==> src/sv/pfgb_pkg.sv <==
// ----------------------------------------------------------------------------
// pfgb_pkg
// Types and constants shared by the page frame store glyph blitter.
// ----------------------------------------------------------------------------
package pfgb_pkg;

	typedef enum logic [1:0] {
		OP_SET   = 2'd0,
		OP_GLYPH = 2'd1,
		OP_NEXT  = 2'd2,
		OP_READ  = 2'd3
	} op_t;

	typedef struct packed {
		op_t         op;
		logic [15:0] cursor_x;
		logic [15:0] cursor_y;
		logic [7:0]  glyph_byte;
		logic [6:0]  glyph_width;
		logic        inverse;
		logic [6:0]  read_column;
		logic [2:0]  read_page;
	} item_t;

	typedef struct packed {
		logic [7:0]  read_data;
		logic [15:0] cursor_x_now;
		logic [15:0] cursor_y_now;
		logic        glyph_done;
	} result_t;

	typedef enum logic [2:0] {
		ST_CLEAR,
		ST_IDLE,
		ST_RD_A,
		ST_WR_A,
		ST_WR_B,
		ST_FIN
	} state_t;

	// One access request to the shared read-modify-write unit.
	typedef struct packed {
		logic        issue;
		logic        write;
		logic [15:0] col;
		logic [12:0] page;
		logic [7:0]  data;
		logic [7:0]  mask;
	} rmw_req_t;

	localparam logic       REG_GLYPH_HEIGHT = 1'b0;
	localparam logic [6:0] HEIGHT_RESET     = 7'd12;
	localparam logic [6:0] MAX_HEIGHT       = 7'd64;
	localparam logic [15:0] LINE_STEP       = 16'd16;

endpackage

==> src/sv/pfgb_rmw.sv <==
// ----------------------------------------------------------------------------
// pfgb_rmw
// Shared read-modify-write unit: maps a column and page to a store address,
// clips against the frame, and merges masked bits into the byte read back.
// ----------------------------------------------------------------------------
module pfgb_rmw import pfgb_pkg::*; #(
	parameter int FRAME_WIDTH  = 128,
	parameter int FRAME_HEIGHT = 64,
	localparam int PAGES     = (FRAME_HEIGHT + 7) / 8,
	localparam int DEPTH     = FRAME_WIDTH * PAGES,
	localparam int AW        = (DEPTH > 1) ? $clog2(DEPTH) : 1,
	localparam int CW        = (FRAME_WIDTH > 1) ? $clog2(FRAME_WIDTH) : 1,
	localparam int PW        = (PAGES > 1) ? $clog2(PAGES) : 1,
	localparam int LAST_ROWS = FRAME_HEIGHT - 8 * (PAGES - 1)
) (
	input  logic          clk,
	input  logic          arst_n,
	input  rmw_req_t      req,
	output logic [AW-1:0] rd_addr,
	input  logic [7:0]    rd_data,
	output logic          wr_en,
	output logic [AW-1:0] wr_addr,
	output logic [7:0]    wr_data,
	output logic [7:0]    rd_byte
);

	localparam logic [7:0] LAST_MASK = 8'((1 << LAST_ROWS) - 1);

	logic          in_frame;
	logic [7:0]    frame_mask;
	logic          valid_s1;
	logic          write_s1;
	logic          in_frame_s1;
	logic [AW-1:0] addr_s1;
	logic [7:0]    data_s1;
	logic [7:0]    mask_s1;

	assign in_frame   = (req.col < 16'(FRAME_WIDTH)) && (req.page < 13'(PAGES));
	assign rd_addr    = AW'(req.col[CW-1:0]) * AW'(PAGES) + AW'(req.page[PW-1:0]);
	assign frame_mask = (req.page == 13'(PAGES - 1)) ? LAST_MASK : 8'hFF;

	always_ff @(posedge clk or negedge arst_n) begin
		if (!arst_n) begin
			valid_s1 <= 1'b0;
		end else begin
			valid_s1 <= req.issue;
		end
	end

	always_ff @(posedge clk) begin
		if (req.issue) begin
			write_s1    <= req.write;
			in_frame_s1 <= in_frame;
			addr_s1     <= rd_addr;
			data_s1     <= req.data;
			mask_s1     <= req.mask & frame_mask;
		end
	end

	assign wr_en   = valid_s1 && write_s1 && in_frame_s1;
	assign wr_addr = addr_s1;
	assign wr_data = (rd_data & ~mask_s1) | (data_s1 & mask_s1);
	assign rd_byte = in_frame_s1 ? rd_data : 8'h00;

endmodule

==> config.mk <==
export PLATFORM = sky130hd
export DESIGN_NAME = pfgb_rmw
export DESIGN_NICKNAME = d
export VERILOG_FILES = /design/src/sv/pfgb_pkg.sv /design/src/sv/pfgb_rmw.sv
export SDC_FILE = /design/constraint.sdc
export NUM_CORES = 1
export LEC_CHECK = 0
export BUFFER_PORTS_ARGS = -buffer_cell sky130_fd_sc_hd__buf_4
export CAP_MARGIN = 20
export CELL_PAD_IN_SITES_DETAIL_PLACEMENT = 1
export CELL_PAD_IN_SITES_GLOBAL_PLACEMENT = 2
export CORE_MARGIN = 2
export CORE_UTILIZATION = 22
export DETAILED_ROUTE_END_ITERATION = 6
export HOLD_SLACK_MARGIN = 0.08
export PLACE_DENSITY = 0.83
export SLEW_MARGIN = 0
export SYNTH_ARGS = -nofsm -noshare
export SYNTH_HDL_FRONTEND = slang
export SYNTH_SLANG_ARGS = --single-unit
==> constraint.sdc <==
create_clock -name clk -period 0.9 [get_ports clk]
set_input_delay 0.045 -clock clk [delete_from_list [all_inputs] [get_ports clk]]
set_output_delay 0.045 -clock clk [all_outputs]
set_load 0.01 [all_outputs]
==> results.md, run 1 <==
* Peak VDD IR at 0.000744 V
* Vias per cell at 3.94
* Max_slew headroom at 0.752
* CTS root buffer: clkbuf_8
* Hold Fails Final Rpt at 0
* Max stage delay cell, worst path: edfxtp_1
* Compound-Gate Fraction of Synth Area at 0
* CTS HTree Levels at 2
* CP Data Required Time at between 800 and 900 ps
* DPL Wire Length at between 2000 and 3000 um
* Critical path class: reg2out
* Outcome: finished with violations
* M2 GR Usage at 0.281
* Largest net degree at the start of global routing at 30
* Top cell type's share of synthesized area at 0.739
* Die height at around 76 um
* Slew Viols, Final at 0
* I/O pin cnt at 94
* Gpl congestion at 0.675
* Most used routing layer: met2
* Count of TritonRoute iterations in the first routing pass at 4
* Routed Antenna Nets at 0
* Startpoint types: register
* Tightest Pin Transition at roughly 370 ps
* First-pass GRT wire length at ~5900 um
* CTS tree: built
* CP delay by family, top: flip-flops
* Crit-path cells: buf_6 -> and2_4 -> buf_6
* Die Width at between 70 and 80 um
* Die Area at about 5800 sq um
* Avg WL per Cell at 14.6 um
* Overflow after GRT at 0
* Post-Synthesis Cells at slightly above 60
* CP max stage delay at ~430 ps
* GRT Util Overall at 0.134
* Setup violators final at 17
* GR Util met1 at 0.117
* P&R area growth vs syn at 103%
* Worst EP arrival at 1120 ps
* # diodes at 0
* CP Depth at 3
* Period utilization at 1.29
* Syn_nets at between 100 and 150
* Most frequent CP cell: buf_6
* Worst-case clock buffer depth at 2
* Layout cell share with drive strength beyond 1 at 0.645
* Post-synthesis mux area share at 0.0792
* Fillers at between 500 and 600
* Final Cell Area at approximately 2300 sq um
* Worst hold stages at 2
* Fin nets at 239
* Met3 GRT Util at 0.0512
* DRC at 0
* CTS Hold Bufs at 29
* Post-Syn Area per Cell at approximately 18 sq um
* Post-route setup TNS at -4000 ps
* Number of distinct library cells after synthesis at 9
* CTS Sinks at 29
* Seq/Total Area, Yosys at 0.761
* Post-Synth XOR/XNOR Area at 0
* Area contributors post-synth: edfxtp_1 74%, mux2_2 7.9%, buf_4 6.6%
* Routed via count at approximately 1000
* Routed wire length at roughly 3700 um
* Maxcap violations at 0
* Post-layout min period at between 1000 and 1500 ps
* Initial antenna violation count at 0
* Crit path buf inv count at 2
* Seq cells post-synth at 29
* Worst setup margin at -264 ps
* Post-synthesis simple-gate area fraction at 0.0935
* Main combinational cell family by area after synthesis: simple AND/OR/NAND/NOR gates
* Crit end category: output pin
* Pwr Density at around 1400 nW/um^2
* Synthesis Warnings at 0
* RSZ-0062 raised after global routing: yes
* Post-Place Cell Area at approximately 1800 sq um
* Vias in the first global route at 1226
* Static leakage at just over 1 nW
* Achievable Freq at between 0.8 and 0.9 GHz
* Synthesized area at 1140 sq um
* Total power at roughly 3.3 mW
* Std cell rows at 26
* Violated checks: negative setup slack
* TritonCTS buffer count at 5
* Largest area contributor in the netlist: edfxtp_1
* Initial Util at 0.226
* Core Box Area at 5040 sq um
* IO Port Bufs at 93
* CP max FO at 4
* Adder-cell share of the synthesized area at 0
* DR iter-0 viols at 25
* Worst Hold Class: in2reg
* Reg clk slew, reported paths at ~60 ps
## logic make-up (layout without fill, tap and decap cells)
| group | count (synthesis) | count (layout) |
|---|---|---|
| DFF | 29 | 29 |
| and+or+nand+nor | 15 | 15 |
| buffers and inverters | 10 | 131 |
| muxes | 8 | 8 |
## flip-flops by register name, indices dropped and copies added (netlist names)
register and flops:
wr_addr 10, in_frame_s1 1, valid_s1 1, mask_s1 8
write_s1 1, data_s1 8
## cell type report
cell class | instances | area, sq um | share of cell area
Timing Repair Buffer | 123 | 1050 | 0.455
Multi-Input combinational cell | 23 | 225 | 0.0975
Tap cell | 70 | 87.6 | 0.0379
Clock buffer | 8 | 80.1 | 0.0347
Sequential cell | 29 | 866 | 0.375
## timing repair
item | 4_1_cts | 5_1_grt
cloned | 0 | 0
pin swaps | 1 | 1
gates resized for setup | 17 | 10
endpoints found under the setup margin | 17 | 22
endpoints found under the hold margin | 29 | 1
setup buffers | 3 | 0
## stage by stage
step / instances / util / hold WS (ps) / setup WS, ps
6_report: 253 / 0.458 / 56.9 / -264
5_1_grt: 253 / 0.458 / 45.3 / -332
4_1_cts: 255 / 0.455 / 46.0 / -261
3_5_place_dp: 215 / 0.367 / -178 / -50.3
3_3_place_gp: 215 / 0.367 / -179 / -14.9
2_1_floorplan: 62 / - / -251 / 194
## power by group
part | leakage, nW | internal (mW) | switching (mW) | total, mW
sequential | 0.285 | 1.60 | 0.0351 | 1.63
combinational | 0.695 | 0.463 | 0.232 | 0.695
clock | 0.0395 | 0.548 | 0.447 | 0.995
total | 1.02 | 2.61 | 0.714 | 3.32
## cell usage in the layout, fill, tap and decap left out, drive strengths merged
master | netlist | final
edfxtp | 28 | 28
mux2 | 8 | 8
nand4 | 1 | 1
dlymetal6s4s | 0 | 3
dlygate4sd3 | 0 | 26
clkbuf | 0 | 8
nor4 | 5 | 5
dfrtp | 1 | 1
and3 | 1 | 1
and2 | 8 | 8
buf | 10 | 94
## cells in the mapped netlist (all sizes together)
master / count
nor4: 5
nand4: 1
edfxtp: 28
mux2: 8
buf: 10
and3: 1
and2: 8
dfrtp: 1
## metal layers
layer  wire length (um)  share of wire
met4                 27         0.0073
met1               1120           0.30
met5                  0              0
met2               2270           0.62
met3                271          0.074
## final timing paths
| check | slack [ps] | to | from |
|---|---|---|---|
| hold / removal | 60 | in_frame_s1 | req[21] |
| min in group asynchronous | 610 | valid_s1 | arst_n |
| max in group asynchronous | 190 | valid_s1 | arst_n |
| setup / recovery | -260 | rd_byte[7] | in_frame_s1 |
Power figures use the tool's default switching activity.
==> run 2: changes to the inputs <==
--- a/constraint.sdc
+++ b/constraint.sdc
@@ -3,2 +3,2 @@
 set_output_delay 0.045 -clock clk [all_outputs]
-set_load 0.01 [all_outputs]
+set_load 0.05 [all_outputs]
==> run 2 against run 1 <==
The run still ends with negative setup slack left; sequential share of layout area down 1.7 points; global-route usage up 0.16 points; via count up 4.0%; final cell count up 1.6%; die area unchanged; design area up 4.8%; combinational power up 63%; total power up 13%; fmax down 1.7%; critical path type unchanged.
==> results.md, run 2 (synthesized netlist as in run 1, its figures left out) <==
* Clock share of power at 0.266
* Worst EP arrival at between 1000 and 1500 ps
* Worst Setup SP: in_frame_s1
* CP Depth at 3
* Commonest non-fill, non-tap cell in the layout: buf_4
* Sequential share of power at 0.434
* Crit path buf inv count at 2
* Comb power frac at 0.300
* Routed wire length at approximately 3800 um
* Most frequent cells in the layout: 66 x buf_4, 31 x dlygate4sd3_1, 28 x edfxtp_1, 26 x buf_6
* Fin nets at 243
* Achievable Freq at about 0.84 GHz
* Post-Place Cell Area at approximately 1800 sq um
* CP delay by family, top: flip-flops
* CTS root buffer: clkbuf_8
* Overflow after GRT at 0
* Vias per cell at about 4.0
* Die height at 75.9 um
* Hold Crit Start: req[46]
* Max stage delay cell, worst path: edfxtp_1
* Avg WL per Cell at around 15 um
* Pwr Density at around 1600 nW/um^2
* CTS tree: built
* Reg clk slew, reported paths at 60 ps
* Routed via count at 1036
* Hold Fails Final Rpt at 0
* Initial antenna violation count at 0
* Worst-case clock buffer depth at 2
* I/O pin cnt at 94
* CTS HTree Levels at 2
* Sw Share at 0.295
* Period utilization at 1.32
* Static leakage at between 1 and 1.5 nW
* Std cell rows at 26
* Peak VDD IR at a little over 0.0009 V
* Post-layout util at 0.480
* GRT Util Overall at 0.136
* RSZ-0062 raised after global routing: yes
* Fillers at between 500 and 600
* Routed Antenna Nets at 0
* Worst setup margin at -285 ps
* CP max stage delay at between 400 and 500 ps
* CP Data Required Time at 850 ps
* Int Pwr at about 2.7 mW
* Gpl congestion at 0.751
* Startpoint types: register
* CP max FO at 5
* Max reg flops at 10
* Largest net degree at the start of global routing at 30
* Max_slew headroom at 0.753
* Die Width at 75.9 um
* Setup violators final at 17
* First-pass GRT wire length at slightly below 6000 um
* TritonCTS buffer count at 5
* Worst hold stages at 1
* Die Area at approximately 5800 sq um
* NetSw at 1.11 mW
* Maxcap violations at 0
* Final Cell Area at roughly 2400 sq um
* DR iter-0 viols at 17
* Critical path class: reg2out
* Post-layout min period at between 1000 and 1500 ps
* P&R area growth vs syn at 113%
* Tightest Pin Transition at between 300 and 400 ps
* Outcome: finished with violations
* CTS Sinks at 29
* Count of TritonRoute iterations in the first routing pass at 3
* # diodes at 0
* Initial Util at 0.226
* IO Port Bufs at 93
* Violated checks: negative setup slack
* Vias in the first global route at roughly 1200
* Crit end category: output pin
* Layout cell share with drive strength beyond 1 at 0.647
* DRC at 0
* DPL Wire Length at 2420 um
* Worst Hold Class: in2reg
* Slew Viols, Final at 0
* Core Box Area at around 5000 sq um
* Crit-path cells: buf_6 -> and3_4 -> buf_8
==> run 2: area by class of cell <==
type	instances	area [sq um]	area share
clock inverter	2	10.0	0.00413
clock buffer	6	72.6	0.0300
tap	70	87.6	0.0362
sequential	29	866	0.357
timing repair buffer	127	1160	0.477
multi-input combinational	23	230	0.0950
==> run 2: metrics by stage <==
stage	setup TNS (ps)	std cells	total power, mW	setup slack [ps]	hold WS, ps
global route	-5290	257	3.94	-330	106
floorplan	0	62	2.17	26.9	-251
detailed placement	-508	215	2.57	-89.7	-176
finish	-4400	257	3.77	-285	104
global placement	-231	215	2.55	-53.2	-179
CTS	-4630	257	3.78	-296	90.3
==> run 2: metal layers <==
metal / track usage / up-vias / share of wire
met5: 0 / - / 0
met4: 0.0327 / 0 / 0.012
met3: 0.0536 / 6 / 0.069
met2: 0.279 / 58 / 0.61
met1: 0.121 / 500 / 0.31
li1: - / 472 / -
==> run 2: power by group through the flow <==
stage | Sequential [mW] | Clock (mW) | Combinational [mW]
6_report | 1.63 | 1.00 | 1.13
5_1_grt | 1.65 | 1.12 | 1.18
4_1_cts | 1.63 | 1.05 | 1.10
3_5_place_dp | 1.66 | 0 | 0.906
3_3_place_gp | 1.65 | 0 | 0.892
2_1_floorplan | 1.78 | 0 | 0.397
==> run 2: worst paths after layout <==
path                             to  slack (ps)
worst max-delay path          wr_en        -280
worst min-delay path       valid_s1         100
max in group asynchronous  valid_s1         190
min in group asynchronous  valid_s1         610
==> run 2: what timing repair did <==
action,in CTS,in global routing
endpoints found under the setup margin,19,28
hold endpoints to repair,29,0
cloned,0,0
hold buffers,32,0
pin swaps,1,1
buffers inserted,2,0
resized for setup,30,14
